File: src/rtl/core/crc16_packet_deframer_top_assert.svh
// ============================================================================
// Assertion macros for the CRC-16 packet deframer
// Shared helpers that clock every property on clk and disable it in reset.
// ============================================================================
`ifndef CRC16_PACKET_DEFRAMER_TOP_ASSERT_SVH
`define CRC16_PACKET_DEFRAMER_TOP_ASSERT_SVH

// The consequent must hold in the same cycle as the antecedent.
`define CRCDF_ASSERT_SAME(label, ante, cons, msg) \
    label: assert property (@(posedge clk) disable iff (!rst_n) (ante) |-> (cons)) \
        else $error(msg);

// The consequent must hold in the cycle after the antecedent.
`define CRCDF_ASSERT_NEXT(label, ante, cons, msg) \
    label: assert property (@(posedge clk) disable iff (!rst_n) (ante) |=> (cons)) \
        else $error(msg);

`endif

File: src/rtl/core/crcdf_pkg.sv
// ============================================================================
// CRC-16 packet deframer package
// Widths, result codes, register indexes, control structs and the CRC step.
// ============================================================================
package crcdf_pkg;

    localparam int BYTE_W    = 8;
    localparam int KIND_W    = 2;
    localparam int LEN_W     = 7;
    localparam int POS_W     = 6;
    localparam int CFG_IDX_W = 1;
    localparam int CRC_W     = 16;

    localparam int MAX_LEN_DEF = 64;

    localparam logic [CRC_W-1:0]  CRC_SEED = 16'hFFFF;
    localparam logic [CRC_W-1:0]  CRC_POLY = 16'hA001;
    localparam logic [BYTE_W-1:0] HEADER_FIRST_RST  = 8'hAA;
    localparam logic [BYTE_W-1:0] HEADER_SECOND_RST = 8'h55;

    localparam logic [CFG_IDX_W-1:0] REG_HEADER_FIRST  = 1'd0;
    localparam logic [CFG_IDX_W-1:0] REG_HEADER_SECOND = 1'd1;

    typedef logic [KIND_W-1:0] kind_t;

    localparam kind_t KIND_DATA     = 2'd0;
    localparam kind_t KIND_EMPTY    = 2'd1;
    localparam kind_t KIND_CRC_ERR  = 2'd2;
    localparam kind_t KIND_TOO_LONG = 2'd3;

    typedef struct packed {
        logic  addr_load;
        logic  len_load;
        logic  data_store;
        logic  rd_clear;
        logic  rd_issue;
        logic  rd_next;
        logic  out_load;
        logic  out_from_ram;
        kind_t out_kind;
    } cmd_t;

    typedef struct packed {
        logic hit_first;
        logic hit_second;
        logic len_too_long;
        logic len_zero;
        logic data_done;
        logic crc_lo_ok;
        logic crc_hi_ok;
        logic pkt_len_zero;
        logic rd_last;
        logic out_busy;
        logic out_free;
    } sts_t;

    function automatic logic [CRC_W-1:0] crc_feed(input logic [CRC_W-1:0] c,
                                                  input logic [BYTE_W-1:0] b);
        logic [CRC_W-1:0] r;
        r = c ^ {{(CRC_W-BYTE_W){1'b0}}, b};
        for (int k = 0; k < 8; k++)
        begin
            if (r[0])
            begin
                r = (r >> 1) ^ CRC_POLY;
            end
            else
            begin
                r = r >> 1;
            end
        end
        return r;
    endfunction

endpackage

File: src/rtl/core/crcdf_in_if.sv
// ============================================================================
// Receive byte channel
// Carries one received serial byte per request.
// ============================================================================
interface crcdf_in_if;
    logic                          valid;
    logic                          ready;
    logic [crcdf_pkg::BYTE_W-1:0]  rx_byte;

    modport source (output valid, output rx_byte, input ready);
    modport sink   (input valid, input rx_byte, output ready);
endinterface

File: src/rtl/core/crcdf_out_if.sv
// ============================================================================
// Result channel
// Carries one deframer result per request.
// ============================================================================
interface crcdf_out_if;
    logic                          valid;
    logic                          ready;
    logic [crcdf_pkg::KIND_W-1:0]  kind;
    logic [crcdf_pkg::BYTE_W-1:0]  address;
    logic [crcdf_pkg::LEN_W-1:0]   length;
    logic [crcdf_pkg::POS_W-1:0]   position;
    logic [crcdf_pkg::BYTE_W-1:0]  payload_byte;
    logic                          last;

    modport source (output valid, output kind, output address, output length,
                    output position, output payload_byte, output last, input ready);
    modport sink   (input valid, input kind, input address, input length,
                    input position, input payload_byte, input last, output ready);
endinterface

File: src/rtl/core/crcdf_cfg_if.sv
// ============================================================================
// Configuration write channel
// Carries a register index and write data per request.
// ============================================================================
interface crcdf_cfg_if;
    logic                            valid;
    logic                            ready;
    logic [crcdf_pkg::CFG_IDX_W-1:0] index;
    logic [crcdf_pkg::BYTE_W-1:0]    data;

    modport source (output valid, output index, output data, input ready);
    modport sink   (input valid, input index, input data, output ready);
endinterface

File: src/rtl/core/crc16_packet_deframer_top.sv
// ============================================================================
// CRC-16 packet deframer
// Hunts for a two-byte sync header, collects address, length and payload,
// checks a CRC-16/MODBUS trailer and emits payload bytes or one status result.
// ============================================================================
// Received bytes are taken at one per clock while hunting, reading the header,
// address and payload. The length byte and the two CRC bytes are taken once the
// result register is empty, since each of them may produce a result. A good
// packet is then read out of the payload RAM one byte at a time, each byte by a
// registered RAM read and then a load of the result register, which waits while
// the result channel stalls; no byte is taken during this readout. Sync
// registers may be written at any time the block is idle; the configuration
// channel is always ready.
module crc16_packet_deframer_top #(
    parameter int MAX_LEN = crcdf_pkg::MAX_LEN_DEF
) (
    input logic         clk,
    input logic         rst_n,
    crcdf_in_if.sink    rx,
    crcdf_out_if.source res,
    crcdf_cfg_if.sink   cfg
);
    import crcdf_pkg::*;

    cmd_t cmd;
    sts_t sts;
    logic rx_ready;

    assign cfg.ready = 1'b1;
    assign rx.ready  = rx_ready;

    crcdf_ctrl u_ctrl (
        .clk      (clk),
        .rst_n    (rst_n),
        .in_valid (rx.valid),
        .in_ready (rx_ready),
        .sts      (sts),
        .cmd      (cmd)
    );

    crcdf_dp #(
        .MAX_LEN (MAX_LEN)
    ) u_dp (
        .clk              (clk),
        .rst_n            (rst_n),
        .rx_byte          (rx.rx_byte),
        .cfg_write        (cfg.valid),
        .cfg_index        (cfg.index),
        .cfg_data         (cfg.data),
        .cmd              (cmd),
        .sts              (sts),
        .out_ready        (res.ready),
        .out_valid        (res.valid),
        .out_kind         (res.kind),
        .out_address      (res.address),
        .out_length       (res.length),
        .out_position     (res.position),
        .out_payload_byte (res.payload_byte),
        .out_last         (res.last)
    );

endmodule

File: src/rtl/core/crcdf_ram.sv
// ============================================================================
// Generic single-write, single-read RAM
// One write port and one read port with registered read data.
// ============================================================================
module crcdf_ram #(
    parameter int WIDTH  = 8,
    parameter int DEPTH  = 64,
    parameter int ADDR_W = (DEPTH > 1) ? $clog2(DEPTH) : 1
) (
    input  logic              clk,
    input  logic              we,
    input  logic [ADDR_W-1:0] waddr,
    input  logic [WIDTH-1:0]  wdata,
    input  logic              re,
    input  logic [ADDR_W-1:0] raddr,
    output logic [WIDTH-1:0]  rdata
);

    logic [WIDTH-1:0] mem [DEPTH];
    logic [WIDTH-1:0] rdata_reg;

    always_ff @(posedge clk)
    begin
        if (we)
        begin
            mem[waddr] <= wdata;
        end
        if (re)
        begin
            rdata_reg <= mem[raddr];
        end
    end

    assign rdata = rdata_reg;

endmodule

File: src/rtl/core/crcdf_dp.sv
// ============================================================================
// CRC-16 packet deframer datapath
// Sync registers, packet fields, running CRC, payload store and result stage.
// ============================================================================
module crcdf_dp #(
    parameter int MAX_LEN = crcdf_pkg::MAX_LEN_DEF
) (
    input  logic                            clk,
    input  logic                            rst_n,
    input  logic [crcdf_pkg::BYTE_W-1:0]    rx_byte,
    input  logic                            cfg_write,
    input  logic [crcdf_pkg::CFG_IDX_W-1:0] cfg_index,
    input  logic [crcdf_pkg::BYTE_W-1:0]    cfg_data,
    input  crcdf_pkg::cmd_t                 cmd,
    output crcdf_pkg::sts_t                 sts,
    input  logic                            out_ready,
    output logic                            out_valid,
    output logic [crcdf_pkg::KIND_W-1:0]    out_kind,
    output logic [crcdf_pkg::BYTE_W-1:0]    out_address,
    output logic [crcdf_pkg::LEN_W-1:0]     out_length,
    output logic [crcdf_pkg::POS_W-1:0]     out_position,
    output logic [crcdf_pkg::BYTE_W-1:0]    out_payload_byte,
    output logic                            out_last
);
    import crcdf_pkg::*;

    localparam int ADDR_W = (MAX_LEN > 1) ? $clog2(MAX_LEN) : 1;

    logic [BYTE_W-1:0] header_first_reg;
    logic [BYTE_W-1:0] header_second_reg;
    logic [BYTE_W-1:0] addr_reg;
    logic [LEN_W-1:0]  len_reg;
    logic [LEN_W-1:0]  fill_reg;
    logic [CRC_W-1:0]  crc_reg;
    logic [CRC_W-1:0]  crc_next;
    logic [ADDR_W-1:0] rd_idx_reg;
    logic [BYTE_W-1:0] ram_rdata;
    logic [LEN_W-1:0]  fill_inc;
    logic [LEN_W-1:0]  rd_inc;

    logic              out_valid_reg;
    kind_t             out_kind_reg;
    logic [BYTE_W-1:0] out_address_reg;
    logic [LEN_W-1:0]  out_length_reg;
    logic [POS_W-1:0]  out_position_reg;
    logic [BYTE_W-1:0] out_payload_reg;
    logic              out_last_reg;

    assign fill_inc = fill_reg + LEN_W'(1);
    assign rd_inc   = LEN_W'(rd_idx_reg) + LEN_W'(1);
    assign crc_next = crc_feed(cmd.addr_load ? CRC_SEED : crc_reg, rx_byte);

    always_comb
    begin
        sts.hit_first    = (rx_byte == header_first_reg);
        sts.hit_second   = (rx_byte == header_second_reg);
        sts.len_too_long = (rx_byte > BYTE_W'(MAX_LEN));
        sts.len_zero     = (rx_byte == '0);
        sts.data_done    = (fill_inc >= len_reg);
        sts.crc_lo_ok    = (rx_byte == crc_reg[7:0]);
        sts.crc_hi_ok    = (rx_byte == crc_reg[15:8]);
        sts.pkt_len_zero = (len_reg == '0);
        sts.rd_last      = (rd_inc == len_reg);
        sts.out_busy     = out_valid_reg;
        sts.out_free     = !out_valid_reg || out_ready;
    end

    always_ff @(posedge clk or negedge rst_n)
    begin
        if (!rst_n)
        begin
            header_first_reg  <= HEADER_FIRST_RST;
            header_second_reg <= HEADER_SECOND_RST;
        end
        else if (cfg_write)
        begin
            unique case (cfg_index)
                REG_HEADER_FIRST:  header_first_reg  <= cfg_data;
                REG_HEADER_SECOND: header_second_reg <= cfg_data;
                default:           header_first_reg  <= header_first_reg;
            endcase
        end
    end

    always_ff @(posedge clk or negedge rst_n)
    begin
        if (!rst_n)
        begin
            addr_reg   <= '0;
            len_reg    <= '0;
            fill_reg   <= '0;
            crc_reg    <= CRC_SEED;
            rd_idx_reg <= '0;
        end
        else
        begin
            if (cmd.addr_load)
            begin
                addr_reg <= rx_byte;
                crc_reg  <= crc_next;
            end
            if (cmd.len_load)
            begin
                len_reg  <= rx_byte[LEN_W-1:0];
                fill_reg <= '0;
                crc_reg  <= crc_next;
            end
            if (cmd.data_store)
            begin
                fill_reg <= fill_inc;
                crc_reg  <= crc_next;
            end
            if (cmd.rd_clear)
            begin
                rd_idx_reg <= '0;
            end
            else if (cmd.rd_next)
            begin
                rd_idx_reg <= rd_idx_reg + ADDR_W'(1);
            end
        end
    end

    crcdf_ram #(
        .WIDTH (BYTE_W),
        .DEPTH (MAX_LEN)
    ) u_store (
        .clk   (clk),
        .we    (cmd.data_store),
        .waddr (fill_reg[ADDR_W-1:0]),
        .wdata (rx_byte),
        .re    (cmd.rd_issue),
        .raddr (rd_idx_reg),
        .rdata (ram_rdata)
    );

    always_ff @(posedge clk or negedge rst_n)
    begin
        if (!rst_n)
        begin
            out_valid_reg <= 1'b0;
        end
        else if (cmd.out_load)
        begin
            out_valid_reg <= 1'b1;
        end
        else if (out_ready)
        begin
            out_valid_reg <= 1'b0;
        end
    end

    always_ff @(posedge clk)
    begin
        if (cmd.out_load)
        begin
            out_address_reg <= addr_reg;
            if (cmd.out_from_ram)
            begin
                out_kind_reg     <= KIND_DATA;
                out_length_reg   <= len_reg;
                out_position_reg <= POS_W'(rd_idx_reg);
                out_payload_reg  <= ram_rdata;
                out_last_reg     <= sts.rd_last;
            end
            else
            begin
                out_kind_reg     <= cmd.out_kind;
                out_length_reg   <= '0;
                out_position_reg <= '0;
                out_payload_reg  <= '0;
                out_last_reg     <= 1'b1;
            end
        end
    end

    assign out_valid        = out_valid_reg;
    assign out_kind         = out_kind_reg;
    assign out_address      = out_address_reg;
    assign out_length       = out_length_reg;
    assign out_position     = out_position_reg;
    assign out_payload_byte = out_payload_reg;
    assign out_last         = out_last_reg;

endmodule

File: src/rtl/core/crcdf_ctrl.sv
// ============================================================================
// CRC-16 packet deframer controller
// Frame phase state machine that drives the datapath commands.
// ============================================================================
module crcdf_ctrl (
    input  logic            clk,
    input  logic            rst_n,
    input  logic            in_valid,
    output logic            in_ready,
    input  crcdf_pkg::sts_t sts,
    output crcdf_pkg::cmd_t cmd
);
    import crcdf_pkg::*;

    `include "crc16_packet_deframer_top_assert.svh"

    localparam logic [3:0] ST_H1   = 4'd0;
    localparam logic [3:0] ST_H2   = 4'd1;
    localparam logic [3:0] ST_ADDR = 4'd2;
    localparam logic [3:0] ST_LEN  = 4'd3;
    localparam logic [3:0] ST_DATA = 4'd4;
    localparam logic [3:0] ST_CRC1 = 4'd5;
    localparam logic [3:0] ST_CRC2 = 4'd6;
    localparam logic [3:0] ST_RD   = 4'd7;
    localparam logic [3:0] ST_LD   = 4'd8;

    logic [3:0] state_reg;
    logic [3:0] state_next;
    logic       acc;

    assign acc = in_valid && in_ready;

    always_comb
    begin
        unique case (state_reg)
            ST_LEN, ST_CRC1, ST_CRC2: in_ready = !sts.out_busy;
            ST_RD, ST_LD:             in_ready = 1'b0;
            default:                  in_ready = 1'b1;
        endcase
    end

    always_comb
    begin
        state_next = state_reg;
        cmd        = '0;
        cmd.out_kind = KIND_DATA;
        unique case (state_reg)
            ST_H2:
            begin
                if (acc)
                begin
                    priority if (sts.hit_second)
                        state_next = ST_ADDR;
                    else if (sts.hit_first)
                        state_next = ST_H2;
                    else
                        state_next = ST_H1;
                end
            end
            ST_ADDR:
            begin
                if (acc)
                begin
                    cmd.addr_load = 1'b1;
                    state_next    = ST_LEN;
                end
            end
            ST_LEN:
            begin
                if (acc)
                begin
                    if (sts.len_too_long)
                    begin
                        cmd.out_load = 1'b1;
                        cmd.out_kind = KIND_TOO_LONG;
                        state_next   = ST_H1;
                    end
                    else
                    begin
                        cmd.len_load = 1'b1;
                        state_next   = sts.len_zero ? ST_CRC1 : ST_DATA;
                    end
                end
            end
            ST_DATA:
            begin
                if (acc)
                begin
                    cmd.data_store = 1'b1;
                    if (sts.data_done)
                    begin
                        state_next = ST_CRC1;
                    end
                end
            end
            ST_CRC1:
            begin
                if (acc)
                begin
                    if (sts.crc_lo_ok)
                    begin
                        state_next = ST_CRC2;
                    end
                    else
                    begin
                        cmd.out_load = 1'b1;
                        cmd.out_kind = KIND_CRC_ERR;
                        state_next   = ST_H1;
                    end
                end
            end
            ST_CRC2:
            begin
                if (acc)
                begin
                    priority if (!sts.crc_hi_ok)
                    begin
                        cmd.out_load = 1'b1;
                        cmd.out_kind = KIND_CRC_ERR;
                        state_next   = ST_H1;
                    end
                    else if (sts.pkt_len_zero)
                    begin
                        cmd.out_load = 1'b1;
                        cmd.out_kind = KIND_EMPTY;
                        state_next   = ST_H1;
                    end
                    else
                    begin
                        cmd.rd_clear = 1'b1;
                        state_next   = ST_RD;
                    end
                end
            end
            ST_RD:
            begin
                cmd.rd_issue = 1'b1;
                state_next   = ST_LD;
            end
            ST_LD:
            begin
                if (sts.out_free)
                begin
                    cmd.out_load     = 1'b1;
                    cmd.out_from_ram = 1'b1;
                    if (sts.rd_last)
                    begin
                        state_next = ST_H1;
                    end
                    else
                    begin
                        cmd.rd_next = 1'b1;
                        state_next  = ST_RD;
                    end
                end
            end
            default:
            begin
                if (acc)
                begin
                    state_next = sts.hit_first ? ST_H2 : ST_H1;
                end
            end
        endcase
    end

    always_ff @(posedge clk or negedge rst_n)
    begin
        if (!rst_n)
        begin
            state_reg <= ST_H1;
        end
        else
        begin
            state_reg <= state_next;
        end
    end

    `CRCDF_ASSERT_SAME(a_no_rx_in_readout, (state_reg == ST_RD || state_reg == ST_LD), !in_ready, "Byte taken during payload readout")
    `CRCDF_ASSERT_SAME(a_load_needs_room, cmd.out_load, sts.out_free, "Result loaded over an unsent result")
    `CRCDF_ASSERT_NEXT(a_read_then_load, (state_reg == ST_RD), (state_reg == ST_LD), "Store read not followed by result load")
    `CRCDF_ASSERT_SAME(a_store_only_in_data, cmd.data_store, (state_reg == ST_DATA && in_valid), "Payload stored outside the data phase")

endmodule
File: src/flat_wrapper.sv
// flat-port wrapper written by rule: the top's interface ports become plain ports
module crc16_packet_deframer_top_flat import crcdf_pkg::*;
#(
    parameter int MAX_LEN = crcdf_pkg::MAX_LEN_DEF
)
  (clk, rst_n, rx_valid, rx_rx_byte, rx_ready, res_valid, res_kind, res_address, res_length, res_position, res_payload_byte, res_last, res_ready, cfg_valid, cfg_index, cfg_data, cfg_ready);
  crcdf_in_if rx_i ();
  crcdf_out_if res_i ();
  crcdf_cfg_if cfg_i ();
  input logic clk;
  input logic rst_n;
  input wire logic [$bits(rx_i.valid)-1:0] rx_valid;
  input wire logic [$bits(rx_i.rx_byte)-1:0] rx_rx_byte;
  output wire logic [$bits(rx_i.ready)-1:0] rx_ready;
  output wire logic [$bits(res_i.valid)-1:0] res_valid;
  output wire logic [$bits(res_i.kind)-1:0] res_kind;
  output wire logic [$bits(res_i.address)-1:0] res_address;
  output wire logic [$bits(res_i.length)-1:0] res_length;
  output wire logic [$bits(res_i.position)-1:0] res_position;
  output wire logic [$bits(res_i.payload_byte)-1:0] res_payload_byte;
  output wire logic [$bits(res_i.last)-1:0] res_last;
  input wire logic [$bits(res_i.ready)-1:0] res_ready;
  input wire logic [$bits(cfg_i.valid)-1:0] cfg_valid;
  input wire logic [$bits(cfg_i.index)-1:0] cfg_index;
  input wire logic [$bits(cfg_i.data)-1:0] cfg_data;
  output wire logic [$bits(cfg_i.ready)-1:0] cfg_ready;
  assign rx_i.valid = rx_valid;
  assign rx_i.rx_byte = rx_rx_byte;
  assign rx_ready = rx_i.ready;
  assign res_valid = res_i.valid;
  assign res_kind = res_i.kind;
  assign res_address = res_i.address;
  assign res_length = res_i.length;
  assign res_position = res_i.position;
  assign res_payload_byte = res_i.payload_byte;
  assign res_last = res_i.last;
  assign res_i.ready = res_ready;
  assign cfg_i.valid = cfg_valid;
  assign cfg_i.index = cfg_index;
  assign cfg_i.data = cfg_data;
  assign cfg_ready = cfg_i.ready;
  crc16_packet_deframer_top #(.MAX_LEN(MAX_LEN)) u_core (.clk(clk), .rst_n(rst_n), .rx(rx_i), .res(res_i), .cfg(cfg_i));
endmodule
File: config.mk
export PLATFORM = sky130hd
export DESIGN_NAME = crc16_packet_deframer_top_flat
export DESIGN_NICKNAME = d
export VERILOG_FILES = /design/src/rtl/core/crcdf_pkg.sv /design/src/rtl/core/crcdf_in_if.sv /design/src/rtl/core/crcdf_out_if.sv /design/src/rtl/core/crcdf_cfg_if.sv /design/src/rtl/core/crc16_packet_deframer_top.sv /design/src/rtl/core/crcdf_ram.sv /design/src/rtl/core/crcdf_dp.sv /design/src/rtl/core/crcdf_ctrl.sv /design/src/flat_wrapper.sv
export VERILOG_INCLUDE_DIRS = /design/src /design/src/rtl/core
export SDC_FILE = /design/constraint.sdc
export NUM_CORES = 1
export LEC_CHECK = 0
export BUFFER_PORTS_ARGS = -buffer_cell sky130_fd_sc_hd__buf_4
export CAP_MARGIN = 5
export CORE_MARGIN = 3
export CORE_UTILIZATION = 25
export CTS_CLUSTER_DIAMETER = 80
export DETAILED_ROUTE_END_ITERATION = 7
export GPL_TIMING_DRIVEN = 0
export PLACE_DENSITY = 0.51
export SYNTH_ARGS = -nofsm -noshare
export SYNTH_HDL_FRONTEND = slang
export SYNTH_SLANG_ARGS = --single-unit
File: constraint.sdc
create_clock -name clk -period 2.75 [get_ports clk]
set_input_delay 0.1375 -clock clk [delete_from_list [all_inputs] [get_ports clk]]
set_output_delay 0.1375 -clock clk [all_outputs]
set_load 0.02 [all_outputs]
==> flow_summary_export.csv, run 1 <==
group,metric,value,unit
outcome,status,"complete, no violations",
synthesis,synthFlopType,"edfxtp_1",
power,switchingPower,8.24,mW
power,power.total,28.4,mW
critical_path,r2r-end,"u_core.u_dp.u_store.rdata[1]",
timing,fmax,366,MHz
synthesis,ys_seq_elements,617,
clock_network,clk_pin_slew,0.06,ns
run,drv_cap,0,
synthesis,synthTopCellsByArea,"edfxtp_1, mux4_2, dfrtp_1",
synthesis,yosys.area.top_type,"edfxtp_1",
worst_hold_path,hp-start,"rx_valid",
timing,hold_viol_final,0,
critical_path,cp.required,3.09,ns
layout,largest_register_ffs,512,
layout,drive_above_1_share,33.5,%
placed_design,port_buffers,55,
power,powerDensity,900,nW/µm²
global_routing,antenna_found_initial,3,
die,io_pins,57,
global_routing,gr-total-overflow,0,
timing,tightestPinTransition,1.15,ns
drt,route.detailed.drc,0,
power,ir_worst_vdd,0.462,mV
global_routing,grt_pass1_wl,94500,µm
clock_network,cts_tree,"done",
timing,finalMaxSlewViolations,0,
die,fp.dieW,325,µm
timing,slew_headroom,23.3,%
drt,vias,13500,
synthesis,avgSynthCellArea,18.3,µm²
synthesis,synthAdderAreaFrac,0.482,%
timing,hold_slack,0.0855,ns
synthesis,synth_top_family_by_area,"multiplexers",
critical_path,cp_slowest_stage_delay,0.55,ns
power,p_leak,10.1,nW
drt,drtIter0Drc,1109,
drt,avgViaCountPerCell,4.54,
clock_network,cts_buffers,70,
timing,finalWorstSetupSlack,0.0197,ns
critical_path,crit_type,"reg2reg",
layout,layout_common_cells,"edfxtp_1, mux4_2, buf_4, nand2_1, clkbuf_16",
critical_path,cp_cell_sequence,"buf_6 > buf_12 > buf_8 > buf_16 > mux4_2 > mux4_2 > mux4_2",
layout,nets,1605,
placed_design,gp_congestion,0.804,
timing,period_needed,2.73,ns
clock_network,cts-root-buf,"clkbuf_16",
layout,postLayoutCoreUtil,31.4,%
die,core-area,100000,µm²
synthesis,synth_cells,1388,
clock_network,clk_latency,0.61,ns
layout,layout_commonest_cell,"edfxtp_1",
timing,fin_crit_sh,99.3,%
critical_path,path_max_fanout,9,
synthesis,yosys.area_share.simple,5.26,%
synthesis,yosysWarnings,0,
synthesis,async_flop_share,10.5,%
placed_design,post-place-ws,-1.30,ns
die,die_h,325,µm
die,dieArea,106000,µm²
synthesis,ys_seq_area_share,71.7,%
drt,antenna_left,0,
worst_hold_path,hold_end,"u_core.u_dp.crc_reg[0]",
global_routing,track_usage,12.0,%
die,rows,116,
die,initial_core_util,25.3,%
critical_path,r2r_start,"u_core.u_dp.rd_idx_reg[0]",
power,pwr-share-seq,39.5,%
timing,rsz0062_at_grt,"yes",
synthesis,synthXorXnorAreaFrac,2.51,%
synthesis,synth_nets,1419,
worst_hold_path,hold-path-cell-count,5,
synthesis,synthMuxAreaShare,15.5,%
timing,clock_skew,0.0334,ns
power,p_comb_share,28.7,%
power,clkPwrFrac,31.9,%
critical_path,ff2ff_setup_slack,0.02,ns
drt,wl_per_cell,21.7,µm
synthesis,synth_compound_area_share,2.70,%
global_routing,grt_pass1_vias,13900,
drt,first_pass_iters,5,
critical_path,critPathLaunchType,"flop",
critical_path,slowest_stage,"mux4_2",
clock_network,htreeDepth,3,
clock_network,clockBufferDepth,3,
drt,totalWireLength,64600,µm
critical_path,end_kind,"flop",
worst_hold_path,hp-class,"in2reg",
synthesis,yosysUniqueCellTypes,58,
clock_network,cts_sinks,617,
power,power.internal,20.2,mW
layout,layout-area-overhead-vs-synth,24.2,%
synthesis,synth-edff-count,552,
power,p_sw_share,29.0,%
critical_path,worst-r2r-cell-count,7,
global_routing,grt_max_degree,75,
synthesis,syn_area,25400,µm²
critical_path,arrival,3.07,ns
placed_design,dp_hpwl,40800,µm
synthesis,synth_top_area_share,65.2,%
timing,setup_viol_count_final,0,
critical_path,path_common_cell,"mux4_2",
-- layer usage --
metal / routed length, µm / track usage (%) / up-vias
met5: 14 / 0 / -
met4: 1360 / 3.43 / 2
met1: 28300 / 16.0 / 7191
li1: - / - / 5892
met3: 3200 / 2.47 / 91
met2: 31700 / 19.9 / 358
-- per-stage QoR --
step                TNS, ns  instances  instance area, µm²
finish                    0       2980               31600
global route         -0.108       2978               31600
CTS                       0       2965               31100
detailed placement  -515.74       2800               27500
global placement    -501.35       2800               27500
floorplan                 0       1388               25400
-- worst max-delay path, delay by kind of cell, from the launching register on --
kind,cells,cell delay (ns)
flip-flops,1,0.36
buffers and inverters,4,0.54
multiplexers,3,1.55
-- kinds of logic (layout without fill, tap and decap cells) --
family          Yosys count  count (layout)
flops                   617             617
xor+xnor                 68              68
other cells               1               3
buf+inv                  97             329
fa+ha+maj                10              10
mux                     209             209
simple gates            281             282
compound gates          105             105
-- cell type report --
class,count,area [µm²]
multi-input cells,675,7350
clock buffers,89,1900
flip-flops and latches,617,18200
clock inverters,30,322
diodes,2,5.00
inverters,15,56.3
fillers,9736,68900
well taps,1357,1700
plain buffers,72,578
repair buffers,123,1420
-- what timing repair did --
item                                   in CTS  in global routing
buffers inserted                           37                 18
endpoints found under the hold margin      58                  0
resized for setup                         213                 31
pin swaps                                  23                 16
hold buffers                               10                  0
setup endpoints to repair                 575                518
cloned                                      2                  2
-- cell usage after synthesis, drive strengths merged, types with 4 or more instances --
cell type  count
nor2b         12
dfstp         24
nand2         80
edfxtp       552
a211oi         4
mux2          24
dfrtp         41
mux4         144
mux2i         41
o21ai         14
a21oi         31
o22ai         15
nor2          86
nand3         24
nand4         12
and2          21
nor3           8
clkbuf        43
ha             9
o221ai        16
xnor2         45
o21a           4
a21o           4
nand2b         9
a31oi          6
and3           5
nor4           8
inv           14
buf           39
xor2          20
-- power groups by stage --
stage               clock network [mW]  registers (mW)  logic (mW)
floorplan                            0            11.4        4.89
global placement                     0            11.3        7.35
detailed placement                   0            11.3        7.45
CTS                               9.25            11.2        8.01
global route                      9.65            11.3        8.70
finish                            9.05            11.2        8.15
-- worst max-delay path by stage --
stage	from	cells after the start	end	slack [ns]
2_1_floorplan	u_core.u_dp.rd_idx_reg[1]	8	u_core.u_dp.u_store.rdata[7]	0.18
3_3_place_gp	u_core.u_dp.rd_idx_reg[1]	8	u_core.u_dp.u_store.rdata[5]	-1.26
3_5_place_dp	u_core.u_dp.rd_idx_reg[1]	8	u_core.u_dp.u_store.rdata[5]	-1.30
4_1_cts	u_core.u_ctrl.state_reg[3]	7	u_core.u_dp.u_store.mem[60][0]	0.004
5_1_grt	u_core.u_dp.rd_idx_reg[0]	10	u_core.u_dp.rd_idx_reg[4]	-0.04
6_report	u_core.u_dp.rd_idx_reg[0]	7	u_core.u_dp.u_store.rdata[1]	0.02
Power figures use the tool's default switching activity.
==> run 2: changes to the inputs <==
PLACE_DENSITY = 0.5   (was 0.51)
SLEW_MARGIN = 20   (was unset)
clock period = 3.17 ns   (was 2.75 ns; I/O delays follow)
==> run 2 against run 1 <==
  * The run now ends with negative setup slack left
  * Sequential share of layout area rose by 2.1 points
  * First-iteration DRC count grew 4.3%
  * Total power is 15% lower
  * Wire length is 1.4% lower
  * Final cell count shrank 1.4%
  * Clock power down 12%
  * Cell area down 3.6%
  * Sequential cell count did not move
  * Global-route usage down 0.080 points
  * Hold slack better by 0.040 ns
  * Critical endpoint is now u_core.u_dp.u_store.mem[10][2]
  * Highest routed layer is now met4
==> flow_summary_export.csv, run 2 (synthesis gave the netlist of run 1 again) <==
group,metric,value,unit
critical_path,cp_cell_sequence,"clkbuf_1 > nand2b_1 > nor3_2 > and2_1 > buf_2 > nand3_2 > nor2_2",
timing,hold_viol_final,0,
drt,vias,13300,
clock_network,cts_sinks,617,
global_routing,grt_pass1_wl,94000,µm
layout,layout-area-overhead-vs-synth,19.7,%
clock_network,clockBufferDepth,3,
drt,avgViaCountPerCell,4.52,
critical_path,cp.required,3.41,ns
placed_design,post-place-ws,-0.830,ns
placed_design,dp_hpwl,40800,µm
timing,finalWorstSetupSlack,-0.0126,ns
critical_path,worst-r2r-cell-count,7,
global_routing,grt_pass1_vias,13600,
clock_network,clk_pin_slew,0.06,ns
critical_path,r2r_start,"u_core.u_ctrl.state_reg[3]",
power,ir_worst_vdd,0.377,mV
placed_design,port_buffers,55,
clock_network,cts_tree,"done",
critical_path,critPathLaunchType,"flop",
timing,slew_headroom,26.1,%
timing,hold_slack,0.125,ns
critical_path,path_max_fanout,10,
drt,first_pass_iters,5,
layout,fill_cells,9845,
timing,clock_skew,0.0295,ns
critical_path,crit_type,"reg2reg",
clock_network,cts-root-buf,"clkbuf_16",
die,core-area,100000,µm²
layout,layout_common_cells,"edfxtp_1, mux4_2, nand2_1, clkbuf_16, buf_4",
timing,period_needed,3.18,ns
die,io_pins,57,
die,die_h,325,µm
drt,drtIter0Drc,1157,
layout,antennaDiodeCount,0,
global_routing,grt_max_degree,66,
run,drv_cap,0,
timing,setup_viol_count_final,15,
clock_network,cts_buffers,71,
die,initial_core_util,25.3,%
layout,final_area,30400,µm²
layout,nets,1558,
worst_hold_path,hp-start,"rx_valid",
drt,antenna_left,0,
timing,setup_tns,-0.0986,ns
drt,route.detailed.drc,0,
critical_path,r2r-end,"u_core.u_dp.u_store.mem[10][2]",
placed_design,dpl-instance-area,27500,µm²
layout,drive_above_1_share,29.5,%
power,power.total,24.1,mW
clock_network,htreeDepth,3,
die,fp.dieW,325,µm
layout,largest_register_ffs,512,
global_routing,gr-total-overflow,0,
layout,postLayoutCoreUtil,30.3,%
worst_hold_path,hold_end,"u_core.u_dp.crc_reg[0]",
critical_path,end_kind,"flop",
placed_design,gp_congestion,0.796,
drt,totalWireLength,63700,µm
outcome,violations,"negative setup slack",
power,powerDensity,791,nW/µm²
die,rows,116,
power,p_leak,9.67,nW
critical_path,arrival,3.42,ns
timing,fmax,314,MHz
outcome,status,"finished, violations left",
critical_path,slowest_stage,"nor2_2",
worst_hold_path,hold-path-cell-count,5,
critical_path,cp_slowest_stage_delay,0.61,ns
placed_design,dp_cells,2800,
global_routing,antenna_found_initial,0,
timing,rsz0062_at_grt,"yes",
timing,fin_crit_sh,100,%
clock_network,clk_latency,0.61,ns
layout,stdcell_count,2938,
layout,layout_commonest_cell,"edfxtp_1",
timing,finalMaxSlewViolations,0,
drt,wl_per_cell,21.7,µm
critical_path,ff2ff_setup_slack,-0.01,ns
die,dieArea,106000,µm²
global_routing,track_usage,11.9,%
timing,tightestPinTransition,1.11,ns
worst_hold_path,hp-class,"in2reg",
[run 2: changes by cell type in the layout (fill, tap and decap cells not counted), moves of 4 or more]
cell | before | now
nor2_4 | 63 | 53
clkbuf_1 | 32 | 50
clkbuf_2 | 15 | 4
clkinv_1 | 10 | 15
buf_4 | 79 | 60
nor2_2 | 2 | 12
buf_6 | 11 | 7
buf_2 | 9 | 20
buf_12 | 40 | 2
[run 2: worst max path at each step]
stage                                      to  cells after the start  slack (ns)                  startpoint
2_1_floorplan    u_core.u_dp.u_store.rdata[7]                      8        0.60   u_core.u_dp.rd_idx_reg[1]
3_3_place_gp     u_core.u_dp.u_store.rdata[2]                      8       -0.78   u_core.u_dp.rd_idx_reg[1]
3_5_place_dp   u_core.u_dp.u_store.mem[61][4]                      7       -0.83  u_core.u_ctrl.state_reg[3]
4_1_cts        u_core.u_dp.u_store.mem[54][4]                      7       0.003  u_core.u_ctrl.state_reg[3]
5_1_grt                u_core.u_dp.crc_reg[7]                      7       -0.15  u_core.u_ctrl.state_reg[0]
6_report       u_core.u_dp.u_store.mem[10][2]                      7       -0.01  u_core.u_ctrl.state_reg[3]
[run 2: cell type report]
| class | instances | area [µm²] | area share, % |
|---|---|---|---|
| Clock buffer | 88 | 1880 | 6.18 |
| Sequential cell | 617 | 18200 | 59.9 |
| Buffer | 80 | 430 | 1.41 |
| Timing Repair Buffer | 68 | 536 | 1.76 |
| Tap cell | 1357 | 1700 | 5.58 |
| Multi-Input combinational cell | 674 | 7220 | 23.7 |
| Inverter | 15 | 56.3 | 0.185 |
| Clock inverter | 39 | 374 | 1.23 |
[run 2: report_power, final]
| group | internal (mW) | switching, mW | total, mW |
|---|---|---|---|
| clock | 4.72 | 3.22 | 7.94 |
| sequential | 9.38 | 0.304 | 9.69 |
| combinational | 2.94 | 3.52 | 6.45 |
[run 2: repair_timing]
item / in CTS / in global routing
hold buffers: 10 / 0
setup buffers: 3 / 0
endpoints found under the setup margin: 520 / 318
hold endpoints to repair: 58 / 0
resized for setup: 133 / 15
pin swaps: 3 / 0
[run 2: critical path, delay by kind of cell (launching register included)]
family | cells | cell delay, ns
buffers and inverters | 2 | 0.49
flip-flops | 1 | 0.41
AND/OR/NAND/NOR | 5 | 1.90
[run 2: metal layers]
metal / up-vias / track usage, % / share of wire [%]
met2: 373 / 19.3 / 48
met4: 0 / 2.81 / 1.8
met5: - / 0 / 0
met1: 7008 / 16.5 / 45
met3: 88 / 2.43 / 5.5
li1: 5815 / - / -
==> run 3: changes to the inputs <==
SETUP_SLACK_MARGIN = 0.3   (was unset)
==> run 3 against run 2 <==
  * The flow now finishes without violations
  * Die area unchanged
  * Register-to-register slack gained 0.34 ns
  * Sequential power hardly changed
  * Wire length up 0.74%
  * Final cell count is 0.88% higher
  * Global-route usage increased by 0.065 points
  * Critical path depth down 1
  * Clock-buffer cell count is the same
  * Largest power group unchanged
  * Highest routed layer unchanged
==> flow_summary_export.csv, run 3 (synthesis gave the netlist of run 1 again) <==
group,metric,value,unit
critical_path,cp.required,3.52,ns
placed_design,port_buffers,55,
layout,layout_common_cells,"edfxtp_1, mux4_2, nand2_1, buf_4, clkbuf_16",
drt,route.detailed.drc,0,
critical_path,cp_top_family,"multiplexers",
clock_network,clk_latency,0.61,ns
timing,tightestPinTransition,1.14,ns
critical_path,worstSetupStartpoint,"u_core.u_dp.rd_idx_reg[0]",
power,power.internal,17.2,mW
power,switchingPower,7.12,mW
layout,drive_above_1_share,31.7,%
drt,avgViaCountPerCell,4.52,
layout,multi_input_area,7300,µm²
critical_path,crit_type,"reg2reg",
timing,slew_headroom,23.5,%
global_routing,antenna_found_initial,1,
timing,finalMaxSlewViolations,0,
global_routing,grt_max_degree,66,
timing,period_needed,2.85,ns
drt,wl_per_cell,21.6,µm
clock_network,htreeDepth,3,
critical_path,cp-endpoint,"u_core.u_dp.u_store.rdata[4]",
global_routing,grtUsageMet3,2.29,%
clock_network,cts-root-buf,"clkbuf_16",
die,core-area,100000,µm²
timing,rsz0062_at_grt,"yes",
critical_path,cp_slowest_stage_delay,0.56,ns
global_routing,grt_pass1_vias,13700,
timing,hold_viol_final,0,
global_routing,groute.layer.met1.usage,16.6,%
placed_design,gp_congestion,0.796,
critical_path,slowest_stage,"mux4_2",
layout,fill_cells,9804,
timing,clock_skew,0.0276,ns
critical_path,path_max_fanout,10,
critical_path,crit_cells,6,
critical_path,arrival,3.19,ns
critical_path,end_kind,"flop",
clock_network,clk_pin_slew,0.06,ns
clock_network,clockBufferDepth,3,
run,drv_cap,0,
critical_path,worst-r2r-cell-count,6,
layout,seqCellArea,18200,µm²
drt,totalWireLength,64100,µm
placed_design,dp_hpwl,40800,µm
drt,antenna_left,0,
critical_path,cp_cell_sequence,"buf_6 > buf_12 > buf_16 > mux4_2 > mux4_2 > mux4_2",
power,clkPwrFrac,32.6,%
global_routing,gr-total-overflow,0,
timing,fin_crit_sh,89.8,%
global_routing,grt.busiest_layer,"met2",
placed_design,post-place-ws,-0.830,ns
drt,first_pass_iters,5,
die,die_h,325,µm
power,p_comb_share,27.6,%
clock_network,cts_sinks,617,
die,initial_core_util,25.3,%
critical_path,r2r-end,"u_core.u_dp.u_store.rdata[4]",
power,p_leak,9.93,nW
power,ir_worst_vdd,0.397,mV
global_routing,track_usage,12.0,%
power,powerDensity,785,nW/µm²
critical_path,worst-path-buf-inv,3,
drt,drtIter0Drc,1117,
layout,layout-area-overhead-vs-synth,22.1,%
critical_path,critPathLaunchType,"flop",
timing,finalWorstSetupSlack,0.323,ns
layout,final_area,31000,µm²
critical_path,ff2ff_setup_slack,0.32,ns
die,io_pins,57,
critical_path,path_common_cell,"mux4_2",
worst_hold_path,hp-class,"in2reg",
worst_hold_path,hold-path-cell-count,5,
layout,layout_commonest_cell,"edfxtp_1",
critical_path,r2r_start,"u_core.u_dp.rd_idx_reg[0]",
power,pwr-share-seq,39.8,%
power,p_sw_share,29.2,%
layout,largest_register_ffs,512,
clock_network,cts_buffers,71,
global_routing,grt_use_met2,19.5,%
die,rows,116,
layout,postLayoutCoreUtil,30.9,%
drt,vias,13400,
die,fp.dieW,325,µm
placed_design,dpl-instance-area,27500,µm²
layout,nets,1583,
outcome,status,"complete, no violations",
timing,fmax,351,MHz
timing,setup_viol_count_final,0,
clock_network,cts_tree,"done",
timing,hold_slack,0.123,ns
global_routing,grt_pass1_wl,94500,µm
die,dieArea,106000,µm²
-- run 3: worst reg2reg max path: cells and delay by family (launching register included) --
kind                   cells  cell delay (ns)
multiplexers               3             1.60
buffers and inverters      3             0.55
flip-flops                 1             0.44
-- run 3: what timing repair did --
item	in CTS	in global routing
hold endpoints to repair	58	0
pin swaps	13	6
setup buffers	16	10
resized for setup	198	17
setup endpoints to repair	566	514
hold buffers	10	0
-- run 3: power groups by stage --
| stage | sequential [mW] | combinational [mW] | clock [mW] |
|---|---|---|---|
| floorplan | 9.87 | 4.25 | 0 |
| global placement | 9.83 | 6.41 | 0 |
| CTS | 9.69 | 6.81 | 8.15 |
| detailed placement | 9.84 | 6.47 | 0 |
| finish | 9.70 | 6.71 | 7.95 |
| global route | 9.74 | 7.17 | 8.47 |
-- run 3: layer usage --
metal / share of wire (%) / up-vias / routed length (µm)
met5: 0 / - / 0
met4: 1.8 / 0 / 1130
met3: 5.4 / 86 / 3460
met2: 48 / 379 / 31000
met1: 44 / 7071 / 28500
li1: - / 5863 / -
-- run 3: through the flow --
| stage | cells | setup TNS (ns) | power [mW] |
|---|---|---|---|
| floorplan | 1388 | 0 | 14.1 |
| global placement | 2800 | -252.55 | 16.2 |
| detailed placement | 2800 | -274.05 | 16.3 |
| CTS | 2953 | 0 | 24.7 |
| global route | 2963 | 0 | 25.4 |
| finish | 2964 | 0 | 24.4 |
-- run 3: layout make-up --
class / instances / area share, %
diodes: 1 / 0.00806
plain buffers: 82 / 1.82
clock buffers: 88 / 6.06
clock inverters: 39 / 1.21
inverters: 15 / 0.181
multi-input cells: 674 / 23.5
flip-flops and latches: 617 / 58.8
well taps: 1357 / 5.47
repair buffers: 91 / 2.97
-- run 3: worst min path at each step --
stage | from | endpoint
2_1_floorplan | rst_n | u_core.u_ctrl.state_reg[0]
3_3_place_gp | rst_n | u_core.u_dp.header_second_reg[5]
3_5_place_dp | rst_n | u_core.u_dp.addr_reg[6]
4_1_cts | rx_valid | u_core.u_dp.crc_reg[0]
5_1_grt | rx_valid | u_core.u_dp.crc_reg[0]
6_report | rx_valid | u_core.u_dp.crc_reg[0]
